**config.mk**
```make
export PLATFORM = sky130hd
export DESIGN_NAME = can_transport_receiver_core
export DESIGN_NICKNAME = d
export VERILOG_FILES = /design/src/rtl/cantr_pkg.sv /design/src/rtl/cantr_engine.sv /design/src/rtl/cantr_result_fifo.sv /design/src/rtl/can_transport_receiver_core.sv
export SDC_FILE = /design/constraint.sdc
export NUM_CORES = 1
export LEC_CHECK = 0
export BUFFER_PORTS_ARGS = -buffer_cell sky130_fd_sc_hd__buf_2
export CORE_MARGIN = 1
export CORE_UTILIZATION = 50
export DETAILED_ROUTE_END_ITERATION = 7
export PLACE_DENSITY = 0.69
export SLEW_MARGIN = 20
export SYNTH_ARGS = -nofsm -noshare
export SYNTH_HDL_FRONTEND = slang
export SYNTH_SLANG_ARGS = --single-unit
```
**constraint.sdc**
```tcl
create_clock -name clk -period 11.88 [get_ports clk]
set_input_delay 0.594 -clock clk [delete_from_list [all_inputs] [get_ports clk]]
set_output_delay 0.594 -clock clk [all_outputs]
set_load 0.1 [all_outputs]
```
**src/rtl/cantr_pkg.sv**
```systemverilog
`timescale 1ns / 1ps

package cantr_pkg;

	// Input item kinds
	localparam logic [1:0] OP_SINGLE = 2'd0;
	localparam logic [1:0] OP_FIRST  = 2'd1;
	localparam logic [1:0] OP_CONSEC = 2'd2;
	localparam logic [1:0] OP_TICK   = 2'd3;

	// Result kinds
	localparam logic [1:0] KIND_PAYLOAD = 2'd0;
	localparam logic [1:0] KIND_CTS     = 2'd1;
	localparam logic [1:0] KIND_ABORT   = 2'd2;
	localparam logic [1:0] KIND_TIMEOUT = 2'd3;

	// Receive phases
	localparam logic [1:0] PH_IDLE     = 2'd0;
	localparam logic [1:0] PH_PROGRESS = 2'd1;
	localparam logic [1:0] PH_BROKEN   = 2'd2;

	// Configuration register indexes
	localparam logic REG_BLOCK_SIZE    = 1'b0;
	localparam logic REG_TIMEOUT_TICKS = 1'b1;

	localparam logic [15:0] TIMEOUT_RESET = 16'd5000;
	localparam int          FRAME_BYTES   = 7;
	localparam int          RQ_DEPTH      = 4;
	localparam int          RQ_PTR_W      = $clog2(RQ_DEPTH);

	typedef struct packed {
		logic [11:0]                  total_length;
		logic [3:0]                   seq_index;
		logic [2:0]                   byte_count;
		logic [FRAME_BYTES-1:0][7:0] data;
		logic [1:0]                   op;
	} item_t;

	typedef struct packed {
		logic                         last;
		logic [7:0]                   fc_block_size;
		logic                         message_end;
		logic [2:0]                   out_count;
		logic [FRAME_BYTES-1:0][7:0] data;
		logic [1:0]                   kind;
	} result_t;

	// Up to two results come out of one item, in order first then second
	typedef struct packed {
		result_t    first;
		result_t    second;
		logic [1:0] count;
	} step_t;

	typedef struct packed {
		logic        en;
		logic        index;
		logic [15:0] data;
	} cfg_wr_t;

	function automatic result_t make_payload(input item_t it, input logic [2:0] cnt,
			input logic end_flag);
		result_t r;
		r = '0;
		r.kind = KIND_PAYLOAD;
		for (int i = 0; i < FRAME_BYTES; i++) begin
			r.data[i] = (3'(i) < cnt) ? it.data[i] : 8'd0;
		end
		r.out_count = cnt;
		r.message_end = end_flag;
		return r;
	endfunction

	function automatic result_t make_fc(input logic [1:0] k, input logic [7:0] bs);
		result_t r;
		r = '0;
		r.kind = k;
		r.fc_block_size = bs;
		return r;
	endfunction

endpackage

```
**src/rtl/cantr_engine.sv**
```systemverilog
`timescale 1ns / 1ps

module cantr_engine (
	input  logic             clk,
	input  logic             arst_n,
	input  cantr_pkg::cfg_wr_t cfg,
	input  logic             go,
	input  cantr_pkg::item_t item,
	output cantr_pkg::step_t step
);
	import cantr_pkg::*;

	logic [7:0]  block_size_q;
	logic [15:0] timeout_q;

	logic [1:0]  phase_q, phase_d;
	logic [11:0] exp_len_q, exp_len_d;
	logic [11:0] rcv_q, rcv_d;
	logic [3:0]  seq_q, seq_d;
	logic [7:0]  fib_q, fib_d;
	logic        tmr_run_q, tmr_run_d;
	logic [15:0] tmr_rem_q, tmr_rem_d;

	logic [2:0]  take_ff, take_cf;
	logic [11:0] rem_len, rcv_sum;
	logic [3:0]  seq_inc;
	logic [7:0]  fib_inc;
	step_t       st;

	always_ff @(posedge clk or negedge arst_n) begin
		if (!arst_n) begin
			block_size_q <= 8'd0;
			timeout_q    <= TIMEOUT_RESET;
		end else if (cfg.en) begin
			if (cfg.index == REG_BLOCK_SIZE) begin
				block_size_q <= cfg.data[7:0];
			end else begin
				timeout_q <= cfg.data;
			end
		end
	end

	assign take_ff = ({9'd0, item.byte_count} < item.total_length) ?
		item.byte_count : item.total_length[2:0];
	assign rem_len = exp_len_q - rcv_q;
	assign take_cf = ({9'd0, item.byte_count} < rem_len) ? item.byte_count : rem_len[2:0];
	assign rcv_sum = rcv_q + {9'd0, take_cf};
	assign seq_inc = seq_q + 4'd1;
	assign fib_inc = fib_q + 8'd1;

	always_comb begin
		phase_d   = phase_q;
		exp_len_d = exp_len_q;
		rcv_d     = rcv_q;
		seq_d     = seq_q;
		fib_d     = fib_q;
		tmr_run_d = tmr_run_q;
		tmr_rem_d = tmr_rem_q;
		st        = '0;
		case (item.op)
			OP_SINGLE: begin
				st.first  = make_payload(item, item.byte_count, 1'b1);
				st.count  = 2'd1;
				tmr_run_d = 1'b1;
				tmr_rem_d = timeout_q;
			end
			OP_FIRST: begin
				if (phase_q == PH_PROGRESS) begin
					// A new first frame breaks the running message; the timer keeps going.
					phase_d  = PH_BROKEN;
					st.first = make_fc(KIND_ABORT, 8'd0);
					st.count = 2'd1;
				end else begin
					exp_len_d = item.total_length;
					rcv_d     = {9'd0, take_ff};
					seq_d     = 4'd0;
					fib_d     = 8'd0;
					if ({9'd0, take_ff} >= item.total_length) begin
						phase_d   = PH_IDLE;
						st.first  = make_payload(item, take_ff, 1'b1);
						st.count  = 2'd1;
						tmr_run_d = 1'b0;
						tmr_rem_d = 16'd0;
					end else begin
						phase_d   = PH_PROGRESS;
						st.first  = make_payload(item, take_ff, 1'b0);
						st.second = make_fc(KIND_CTS, block_size_q);
						st.count  = 2'd2;
						tmr_run_d = 1'b1;
						tmr_rem_d = timeout_q;
					end
				end
			end
			OP_CONSEC: begin
				if (phase_q == PH_PROGRESS) begin
					seq_d     = seq_inc;
					tmr_run_d = 1'b0;
					tmr_rem_d = 16'd0;
					if (seq_inc == item.seq_index) begin
						rcv_d    = rcv_sum;
						fib_d    = fib_inc;
						st.first = make_payload(item, take_cf, rcv_sum == exp_len_q);
						st.count = 2'd1;
						if (rcv_sum == exp_len_q) begin
							phase_d = PH_IDLE;
						end else begin
							tmr_run_d = 1'b1;
							tmr_rem_d = timeout_q;
							if (block_size_q != 8'd0 && fib_inc == block_size_q) begin
								fib_d     = 8'd0;
								st.second = make_fc(KIND_CTS, block_size_q);
								st.count  = 2'd2;
							end
						end
					end else begin
						phase_d  = PH_BROKEN;
						st.first = make_fc(KIND_ABORT, 8'd0);
						st.count = 2'd1;
					end
				end else if (phase_q == PH_IDLE) begin
					phase_d  = PH_BROKEN;
					st.first = make_fc(KIND_ABORT, 8'd0);
					st.count = 2'd1;
				end
			end
			default: begin
				// Tick: a zero load expires on the first tick, the same as one.
				if (tmr_run_q) begin
					if (tmr_rem_q <= 16'd1) begin
						tmr_run_d = 1'b0;
						tmr_rem_d = 16'd0;
						st.first  = make_fc(KIND_ABORT, 8'd0);
						st.second = make_fc(KIND_TIMEOUT, 8'd0);
						st.count  = 2'd2;
					end else begin
						tmr_rem_d = tmr_rem_q - 16'd1;
					end
				end
			end
		endcase
		st.first.last  = (st.count == 2'd1);
		st.second.last = (st.count == 2'd2);
	end

	assign step = st;

	always_ff @(posedge clk or negedge arst_n) begin
		if (!arst_n) begin
			phase_q   <= PH_IDLE;
			exp_len_q <= 12'd0;
			rcv_q     <= 12'd0;
			seq_q     <= 4'd0;
			fib_q     <= 8'd0;
			tmr_run_q <= 1'b0;
			tmr_rem_q <= 16'd0;
		end else if (go) begin
			phase_q   <= phase_d;
			exp_len_q <= exp_len_d;
			rcv_q     <= rcv_d;
			seq_q     <= seq_d;
			fib_q     <= fib_d;
			tmr_run_q <= tmr_run_d;
			tmr_rem_q <= tmr_rem_d;
		end
	end

endmodule

```
**src/rtl/cantr_result_fifo.sv**
```systemverilog
`timescale 1ns / 1ps

module cantr_result_fifo (
	input  logic               clk,
	input  logic               arst_n,
	input  logic               push,
	input  cantr_pkg::step_t   step,
	output logic               room,
	output logic               tvalid,
	input  logic               tready,
	output cantr_pkg::result_t head
);
	import cantr_pkg::*;

	result_t             mem_q [RQ_DEPTH];
	logic [RQ_PTR_W-1:0] wr_ptr_q, rd_ptr_q;
	logic [RQ_PTR_W:0]   count_q;
	logic [1:0]          n_push;
	logic                pop;

	assign n_push = push ? step.count : 2'd0;
	assign pop    = tvalid && tready;
	// Space for a full pair is needed before an item is processed.
	assign room   = count_q <= (RQ_PTR_W + 1)'(RQ_DEPTH - 2);
	assign tvalid = count_q != '0;
	assign head   = mem_q[rd_ptr_q];

	always_ff @(posedge clk) begin
		for (int i = 0; i < RQ_DEPTH; i++) begin
			if (n_push != 2'd0 && wr_ptr_q == RQ_PTR_W'(i)) begin
				mem_q[i] <= step.first;
			end else if (n_push == 2'd2 && RQ_PTR_W'(wr_ptr_q + 1'b1) == RQ_PTR_W'(i)) begin
				mem_q[i] <= step.second;
			end
		end
	end

	always_ff @(posedge clk or negedge arst_n) begin
		if (!arst_n) begin
			wr_ptr_q <= '0;
			rd_ptr_q <= '0;
			count_q  <= '0;
		end else begin
			wr_ptr_q <= wr_ptr_q + RQ_PTR_W'(n_push);
			if (pop) begin
				rd_ptr_q <= rd_ptr_q + 1'b1;
			end
			count_q <= count_q + (RQ_PTR_W + 1)'(n_push) - (RQ_PTR_W + 1)'(pop);
		end
	end

endmodule

```
**src/rtl/can_transport_receiver_core.sv**
```systemverilog
`timescale 1ns / 1ps
// Channel   Direction  Handshake                      Payload
// s_axis    in         s_axis_tvalid / s_axis_tready  tuser op, tdata frame fields
// m_axis    out        m_axis_tvalid / m_axis_tready  tuser kind, tlast last, tdata rest
// cfg       in         cfg_wr_en                      cfg_addr, cfg_wdata
//
// Each frame or tick is registered on entry and then handled by the state update logic,
// which can take a new transaction every cycle while the result queue has room.
// The registered item is handled only while the four-entry result queue has space for two
// results, so items that produce two results each are limited by the one-per-cycle output port.
// Reset clears the phase, counters, timer and queue; block size goes to 0, timeout to 5000.
// A stalled output fills the queue and then holds the input side.

module can_transport_receiver_core (
	input  logic        clk,
	input  logic        arst_n,
	input  logic        s_axis_tvalid,
	output logic        s_axis_tready,
	// byte0..byte6, byte_count, total_length, seq_index, zero fill
	input  logic [79:0] s_axis_tdata,
	// op
	input  logic [1:0]  s_axis_tuser,
	output logic        m_axis_tvalid,
	input  logic        m_axis_tready,
	// out_byte0..out_byte6, out_count, message_end, fc_block_size, zero fill
	output logic [71:0] m_axis_tdata,
	// kind
	output logic [1:0]  m_axis_tuser,
	output logic        m_axis_tlast,
	input  logic        cfg_wr_en,
	input  logic        cfg_addr,
	input  logic [15:0] cfg_wdata
);
	import cantr_pkg::*;

	item_t   item_s1;
	logic    valid_s1;
	logic    room;
	logic    go;
	step_t   step;
	result_t head;
	cfg_wr_t cfg;

	assign go            = valid_s1 && room;
	assign s_axis_tready = !valid_s1 || go;

	always_ff @(posedge clk or negedge arst_n) begin
		if (!arst_n) begin
			valid_s1 <= 1'b0;
		end else if (s_axis_tready) begin
			valid_s1 <= s_axis_tvalid;
		end
	end

	always_ff @(posedge clk) begin
		if (s_axis_tvalid && s_axis_tready) begin
			item_s1.op           <= s_axis_tuser;
			item_s1.data         <= s_axis_tdata[55:0];
			item_s1.byte_count   <= s_axis_tdata[58:56];
			item_s1.total_length <= s_axis_tdata[70:59];
			item_s1.seq_index    <= s_axis_tdata[74:71];
		end
	end

	assign cfg.en    = cfg_wr_en;
	assign cfg.index = cfg_addr;
	assign cfg.data  = cfg_wdata;

	cantr_engine u_engine (
		.clk    (clk),
		.arst_n (arst_n),
		.cfg    (cfg),
		.go     (go),
		.item   (item_s1),
		.step   (step)
	);

	cantr_result_fifo u_result_fifo (
		.clk    (clk),
		.arst_n (arst_n),
		.push   (go),
		.step   (step),
		.room   (room),
		.tvalid (m_axis_tvalid),
		.tready (m_axis_tready),
		.head   (head)
	);

	assign m_axis_tdata = {4'd0, head.fc_block_size, head.message_end, head.out_count,
		head.data};
	assign m_axis_tuser = head.kind;
	assign m_axis_tlast = head.last;

endmodule

```
=== Yosys cells after proc, flatten, opt, wreduce, memory -nomap -nowiden ===
Memory sizes are Yosys's and may differ from the RTL's.
Index checks and enable logic that the tools add are counted.

* Bits in writable memories: 284
* Register bits: 164
* Input port bits: 104
* Output and inout bits: 77
* Memories kept: 1

{| class="wikitable"
|+ Memory list
! memory !! depth !! width !! rd ports !! clocked after memory_dff !! wr ports !! line !! RTL
|-
| u_result_fifo.mem_q || 4 || 71 || 1 || 0 || 2 || cantr_result_fifo.sv:15 || <nowiki>result_t mem_q [RQ_DEPTH];</nowiki>
|}

* Reductions and logical operators: 33
* Bitwise logic cells: 6
* Equal/unequal tests: 20
* Multiplexer cells: 111
* Add/sub/neg operators: 10
* $lt $le $gt $ge: 26

{| class="wikitable"
|+ Operators by type and width
! cell !! count
|-
| $mux 71 || 6
|-
| $pmux 70 s3 || 2
|-
| $mux 70 || 4
|-
| $mux 62 || 4
|-
| $mux 8 || 26
|-
| $mux 75 || 2
|-
| $mux 72 || 2
|-
| $reduce_or 71->1 || 2
|-
| $mux 16 || 7
|-
| $pmux 16 s3 || 1
|-
| $mux 12 || 3
|-
| $mux 1 || 31
|-
| $lt 3x3->1 const A || 9
|-
| $mux 2 || 13
|-
| $lt 3x12->1 || 2
|-
| $pmux 12 s2 || 1
|-
| $lt 1x3->1 const A || 6
|-
| $lt 2x3->1 const A || 6
|-
| $le 16x1->1 const B || 1
|-
| $pmux 8 s2 || 1
|-
| $sub 16x1->16 const B || 1
|-
| $eq 2x2->1 const B || 7
|-
| $add 12x3->12 || 1
|-
| $eq 12x12->1 || 1
|-
| 36 further kinds || 67
|}

=== Depth between registers and ports, before layout ===
Gate-level depths: netlist (run 1).

* Depth in word-level cells: 18
* Mapped depth: 28
* Depth with buffers taken out: 27

=== Cells and area by module ===
From an unflattened synthesis (run 1), not the netlist that was laid out.

* Cells, all modules: 1,612
* Area, all modules: 23,334.9 sq um

{| class="wikitable"
|+ Modules (own cells, without submodules)
! module !! area an instance (sq um) !! cells each !! times used !! sequential area each (sq um)
|-
| cantr_result_fifo || 14,124.8 || 734 || 1 || 8,703.3
|-
| cantr_engine || 6,804.0 || 791 || 1 || 1,983.2
|-
| can_transport_receiver_core || 2,406.1 || 87 || 1 || 2,337.2
|}

=== Worst setup path after synthesis (run 1) ===
No wires, ideal clock.

* Kind: reg2reg
* Start: register u_engine.exp_len_q[0]
* End: memory u_result_fifo.mem_q[1][0] (netlist bit), enable pin
* Setup slack: 1.277 ns
* Cell stages (with the launch flop): 25
* Required time: 11.293 ns
* Clock period less this slack: 10.603 ns
* Arrival time: 10.016 ns
* Path through: dfrtp_1 inv_1 ha_1 inv_1 fa_1 a21o_1 a221oi_2 xnor2_1 a2111oi_2 and3_1 buf_2 nand3_1 mux2i_1 inv_1 ha_1 fa_1 a21oi_1 a2111oi_0 a211oi_1 nand3_1 o41ai_4 o21ai_1 nand2_1 o21ai_0 nor3_1

{| class="wikitable"
|+ RTL lines
! what !! line !! RTL
|-
| from (decl) || cantr_engine.sv:17 || <nowiki>logic [11:0] exp_len_q, exp_len_d;</nowiki>
|-
| from (signal assigned) || cantr_engine.sv:158 || <nowiki>exp_len_q <= exp_len_d;</nowiki>
|-
| to (decl) || cantr_result_fifo.sv:15 ||
|}

==> impl_metrics.toml, run 1 <==
[setup_path]
crit_required_ps = 12100
r2r_slack_ps = 3580
worst_setup_path_end_kind = "flip-flop"
r2r_start = "u_engine.exp_len_q[0]$_DFFE_PN0P_"
worstPathCellList = "inv_1, ha_1, inv_1, fa_1, a21o_1, a221oi_2, xnor2_1, a2111oi_2, and3_1, nand3_1, mux2i_1, inv_1, ha_1, fa_1, a21oi_1, a2111oi_0, a211oi_1, nand3_1, o41ai_4, o31ai_4, o21ai_2, and2_2, buf_4, inv_1"
slowest_stage = "o41ai_4"
ff2ff_path_depth = 24
slowest_delay_ps = 640
start_kind = "flip-flop"
path_max_fanout = 46
r2r_end = "u_result_fifo.mem_q[2][67]$_DFFE_PP_"
crit_path_frequent_cell = "inv_1"
arrival_ps = 8520
crit_type = "flip-flop to flip-flop"

[final_layout]
fillers = 3259
final_common_cell = "edfxtp_1"
multi_input_area_um2 = 7470
final_net_count = 1858
final_cells = 2283
synthToLayoutAreaGrowth_pct = 14.2
drive_above_1_share_pct = 22.8
ff_latch_area_um2 = 12400
final_cell_mix = "edfxtp_1 (301), nor2_1 (202), buf_2 (170)"

[sta]
rsz0062_at_grt = "false"
fin_ws_ps = 3580
worst_pin_slew_ps = 1100
skew_ps = 13.9
hold_viol_final = 0
slew_headroom_pct = 26.4
drv_slew = 0
timing.final.crit_share_pct = 69.9
setup_violations = 0
tns_ps = 0
period_needed_ps = 8300
max_freq_mhz = 120

[logic_synthesis]
synth_compound_area_share_pct = 9.58
yosysSeqAreaShare_pct = 61.0
synth_top_family_by_area = "simple AND/OR/NAND/NOR gates"
synth_xor_area_share_pct = 2.09
ys_async_sr_fraction_pct = 19.4
synth_fa_ha_area_share_pct = 2.32
yosys.area_share.simple_pct = 12.4
ys_ff_latch = 448
netlist_instances = 1560
muxShareOfSynthArea_pct = 10.1
synth_cell_type_count = 85
synth_top_flop_cell = "edfxtp_1"
syn_avg_cell_area_um2 = 13.1
syn_area_um2 = 20400
yosysWarnings = 0
synth_edf_count = 301
synth.top_cell.area_share_pct = 44.3
ys_top_cells_by_area = "edfxtp_1 (44%), dfrtp_1 (10%), mux4_2 (7.8%), dfxtp_1 (5.9%), nor2_1 (3.7%)"
synth.largest_area_cell = "edfxtp_1"

[clocking]
clock_sinks = 448
cts_root_buf = "clkbuf_16"
cts_tree = "done"
clock_path_buffers = 3
clkTransAtPathRegs_ps = 60
cts_max_level = 2
cts_buffers = 47
clk_latency_ps = 580
cts_setup_buffers = 0

[die]
core_um2 = 40000
start_util_pct = 50.9
pin_count = 181
row_count = 73
die_w_um = 204
fp.dieH_um = 204
die-area_um2 = 41600

[power_and_ir_drop]
powerDensity_nw_per_um2 = 297
fin_total_pwr_w = 0.00692
p_leak_nw = 8.78
ir_worst_vdd_uv = 194

[place]
port_buffers = 171
place_inst = 2193
preCtsSetupSlack_ps = 3650
place.gp.congestion = 0.859
dp_hpwl_mm = 30.1

[grt]
overflow = 0
grt_max_degree = 83
grt_pass1_vias = 13400
grt_antenna_before_repair = 2
track_usage_pct = 23.2
grt_first_pass_wirelength_mm = 73.6

[route]
initialDrtViolationCount = 967
routed-via-count = 13300
routed_wl_mm = 47.6
drc = 0
ant_nets = 0
viasPerCell = 5.83
drt-wirelength-per-cell_um = 20.8
first_pass_iters = 7

[status]
status = "complete, no violations"

[flow_run]
max_cap_violations = 0

[min_path]
min_path_cells = 1
hold_path_end = "item_s1[43]$_DFFE_PP_"
hp-start = "s_axis_tdata[41]"
hold_class = "input port to flip-flop"
[how the worst max path moves through the flow]
| stage | cells past startpoint | slack, ps | start | to |
|---|---|---|---|---|
| floorplan | 24 | 1280 | u_engine.exp_len_q[0]$_DFFE_PN0P_ | u_result_fifo.mem_q[1][0]$_SDFFCE_PN0P_ |
| global placement | 24 | 3650 | u_engine.exp_len_q[0]$_DFFE_PN0P_ | u_result_fifo.mem_q[2][62]$_DFFE_PP_ |
| detailed placement | 24 | 3650 | u_engine.exp_len_q[0]$_DFFE_PN0P_ | u_result_fifo.mem_q[2][62]$_DFFE_PP_ |
| CTS | 24 | 3600 | u_engine.exp_len_q[0]$_DFFE_PN0P_ | u_result_fifo.mem_q[2][67]$_DFFE_PP_ |
| global route | 26 | 3080 | u_engine.exp_len_q[0]$_DFFE_PN0P_ | u_result_fifo.mem_q[2][62]$_DFFE_PP_ |
| finish | 24 | 3580 | u_engine.exp_len_q[0]$_DFFE_PN0P_ | u_result_fifo.mem_q[2][67]$_DFFE_PP_ |
[per-layer routing]
metal | share of wire (%) | vias up | GRT usage (%)
met5 | 0 | - | 0
met1 | 42 | 6629 | 30.3
li1 | - | 6176 | -
met2 | 49 | 437 | 38.9
met4 | 2.5 | 0 | 7.87
met3 | 6.6 | 79 | 4.27
[state kept, by name, indices dropped and copies added (netlist names)]
name                    count
u_engine.seq_q              4
item_s1                    77
u_engine.rcv_q             12
u_engine.phase_q            2
u_engine.timeout_q         16
u_result_fifo.rd_ptr_q      2
u_result_fifo.count_q       3
u_engine.tmr_rem_q         16
u_result_fifo.wr_ptr_q      2
u_engine.tmr_run_q          1
u_engine.block_size_q       8
u_result_fifo.mem_q       284
u_engine.fib_q              8
valid_s1                    1
u_engine.exp_len_q         12
[area by class of cell]
class                           count  share of cell area (%)
Timing Repair Buffer              187                    4.21
Multi-Input combinational cell    993                    32.1
Tap cell                          525                    2.82
Inverter                           41                   0.715
Clock buffer                       69                    5.98
Antenna cell                        2                  0.0215
Sequential cell                   448                    53.4
Clock inverter                     18                   0.785
[worst max-delay path, delay by kind of cell, from the launching register on]
family	cells	cell delay (ps)
compound gates	9	3230
mux	1	290
simple gates	4	1400
flops	1	400
xor+xnor	1	140
buf+inv	5	1250
fa+ha+maj	4	1220
[power by group]
part / switching, W / internal [W] / leakage (nW)
clock network: 0.000611 / 0.000880 / 0.784
logic: 0.00229 / 0.000835 / 3.62
registers: 0.000236 / 0.00207 / 4.37
total: 0.00314 / 0.00379 / 8.78
[stage by stage]
step | utilization [%] | cell area, um2 | hold WS (ps)
floorplan | - | 20400 | 298
global placement | 54.2 | 21700 | 429
detailed placement | 54.2 | 21700 | 438
CTS | 58.2 | 23300 | 147
global route | 58.2 | 23300 | 154
finish | 58.2 | 23300 | 183
[synth_stat cells, drive strengths merged (5+ instances only)]
master  instances
nor4           18
and3            9
a32o           43
a21o            7
edfxtp        301
o41ai           7
nor2b          16
xnor2          32
nor3           25
dfstp           5
mux2i           5
a21oi          36
and2           67
xor2           14
o21a            7
nand3          23
o31ai           9
nor2          207
o211ai          5
or3             9
buf            36
mux4           71
mux2           36
a221o           8
dfxtp          60
clkbuf         45
a211oi         10
dfrtp          82
a22o           18
nand4          10
ha             33
nand2b          9
inv            40
nand2         124
o21ai          73
[cells by family (layout without fill, tap and decap cells)]
family	count (synthesis)	count (layout)
mux	112	112
compound gates	262	262
simple gates	532	532
flops	448	448
fa+ha+maj	36	36
other cells	1	6
buf+inv	122	315
xor+xnor	47	47
[timing repair]
item / CTS / global route
hold buffers: 1 / 0
hold endpoints to repair: 17 / 0
endpoints found under the setup margin: 0 / 0
gates resized for setup: 0 / 0
No activity file was read; power rests on OpenSTA's default activity.
==> run 2: changes to the inputs <==
==> constraint.sdc (replaced) <==
create_clock -name clk -period 7.67 [get_ports clk]
set_input_delay 0.3835 -clock clk [delete_from_list [all_inputs] [get_ports clk]]
set_output_delay 0.3835 -clock clk [all_outputs]
set_load 0.1 [all_outputs]
==> impl_metrics.toml, run 2 (synthesis results as in run 1) <==
[grt]
grt_first_pass_wirelength_mm = 76.3
overflow = 0
use_met3_pct = 3.86
grt_antenna_before_repair = 1
grt_max_degree = 83
use_met2_pct = 40.8
grt_pass1_vias = 13800
grt_busiest_layer = "met2"
use_met1_pct = 31.7
track_usage_pct = 23.9

[clocking]
cts_root_buf = "clkbuf_16"
cts_tree = "done"
clock_sinks = 448
cts_buffers = 48
clk_latency_ps = 610
clock_path_buffers = 3
cts_max_level = 2
clkTransAtPathRegs_ps = 60

[setup_path]
r2r_start = "u_engine.rcv_q[6]$_DFFE_PN0P_"
start_kind = "flip-flop"
ff2ff_path_depth = 23
crit_type = "flip-flop to flip-flop"
r2r_slack_ps = 580
worst_setup_path_end_kind = "flip-flop"
arrival_ps = 7630
path_max_fanout = 46
crit_required_ps = 8220
r2r_end = "u_result_fifo.mem_q[2][32]$_SDFFE_PP0P_"

[place]
place.gp.congestion = 0.851
dp_hpwl_mm = 30.6
port_buffers = 171

[final_layout]
post-route-util_pct = 60.8
drive_above_1_share_pct = 22.4
largest_register_ffs = 284
largest_register = "u_result_fifo.mem_q"
reg.largest.list = "u_result_fifo.mem_q (284), item_s1 (77)"
synthToLayoutAreaGrowth_pct = 19.4
multi_input_area_um2 = 7470
final_cell_mix = "edfxtp_1 (301), nor2_1 (202), buf_2 (170)"
ff_latch_area_um2 = 12400
final_common_cell = "edfxtp_1"
final_net_count = 1960
fillers = 3114

[route]
initialDrtViolationCount = 1045
viasPerCell = 5.71
ant_nets = 0
routed_wl_mm = 48.6
routed-via-count = 13600
drt-wirelength-per-cell_um = 20.4
drc = 0
first_pass_iters = 5

[status]
status = "complete, no violations"

[die]
core_um2 = 40000
start_util_pct = 50.9
pin_count = 181
fp.dieH_um = 204
die_w_um = 204
row_count = 73
die-area_um2 = 41600

[sta]
worst_pin_slew_ps = 1010
fin_hold_ws_ps = 31.2
period_needed_ps = 7090
rsz0062_at_grt = "false"
skew_ps = 34.9
drv_slew = 0
setup_violations = 0
timing.final.crit_share_pct = 92.4
hold_viol_final = 0
slew_headroom_pct = 32.8
max_freq_mhz = 141

[power_and_ir_drop]
ir_worst_vdd_uv = 297
powerDensity_nw_per_um2 = 445
p_leak_nw = 9.22

[min_path]
min_path_cells = 2
hold_path_end = "u_engine.block_size_q[3]$_DFFE_PN0P_"
hold_class = "input port to flip-flop"
hp-start = "cfg_wdata[3]"

[flow_run]
max_cap_violations = 0
[run 2: cell types whose count changed in the layout (fill, tap and decap cells not counted), moves of 3 or more]
cell and delta:
buf_4 +12, clkinvlp_4 +3, dlygate4sd3_1 +86, clkbuf_8 -4
buf_12 +3
[run 2: where the power goes]
part,internal [W],switching (W),leakage [nW]
clock,0.00137,0.000978,0.786
sequential,0.00321,0.000376,4.37
combinational,0.00135,0.00355,4.06
total,0.00593,0.00490,9.22
[run 2: worst max-delay path by stage]
stage	start	end
finish	u_engine.rcv_q[6]$_DFFE_PN0P_	u_result_fifo.mem_q[2][32]$_SDFFE_PP0P_
detailed placement	u_engine.rcv_q[6]$_DFFE_PN0P_	u_result_fifo.mem_q[1][15]$_SDFFCE_PP0P_
global route	u_engine.rcv_q[6]$_DFFE_PN0P_	u_result_fifo.mem_q[2][48]$_SDFFE_PP0P_
CTS	u_engine.rcv_q[6]$_DFFE_PN0P_	u_result_fifo.mem_q[1][11]$_SDFFCE_PP0P_
global placement	u_engine.exp_len_q[0]$_DFFE_PN0P_	u_result_fifo.mem_q[1][15]$_SDFFCE_PP0P_
floorplan	u_engine.exp_len_q[0]$_DFFE_PN0P_	u_result_fifo.mem_q[1][0]$_SDFFCE_PN0P_
[run 2: layer usage]
metal | vias up | routed length (um)
met1 | 6789 | 20900
met2 | 384 | 24100
met3 | 70 | 2530
li1 | 6385 | -
met4 | 0 | 992
met5 | - | 0
[run 2: cell type report]
cell class	count	area share, %
well taps	525	2.70
multi-input cells	993	30.7
clock inverters	25	1.16
flip-flops and latches	448	51.1
diodes	1	0.0103
inverters	41	0.684
clock buffers	64	5.48
repair buffers	288	8.18
[run 2: timing repair]
action                                  4_1_cts  5_1_grt
endpoints found under the setup margin        0      137
setup buffers                                 0        1
hold buffers                                 87        0
endpoints found under the hold margin       108        0
resized for setup                             0        0
[run 2: metrics by stage]
step                instance area, um2  total power, W  TNS (ps)  setup WS [ps]  instances
floorplan                        20400         0.00756    -56570           -797       1563
global placement                 21800         0.00843         0            639       2207
finish                           24300          0.0108         0            583       2385
detailed placement               21800         0.00851         0            570       2207
global route                     24300          0.0113         0           98.2       2385
CTS                              24300          0.0109         0            535       2383
[run 2: critical path, cell delays in order, from the launching register on]
cell     delay [ps]
dfrtp_1         450
inv_1           100
ha_1            390
a21oi_1         280
o21ai_1         150
or3_1           320
o22ai_1         350
xor2_1          440
nand3_1         360
mux2i_1         280
inv_1            70
ha_1            220
fa_1            450
a21oi_1         390
nor2_1          130
nor4_1          310
o21ai_0         230
o41ai_4         350
buf_4           220
o31ai_4         110
o21ai_2         380
and2_2          240
buf_4           540
a22o_1          250
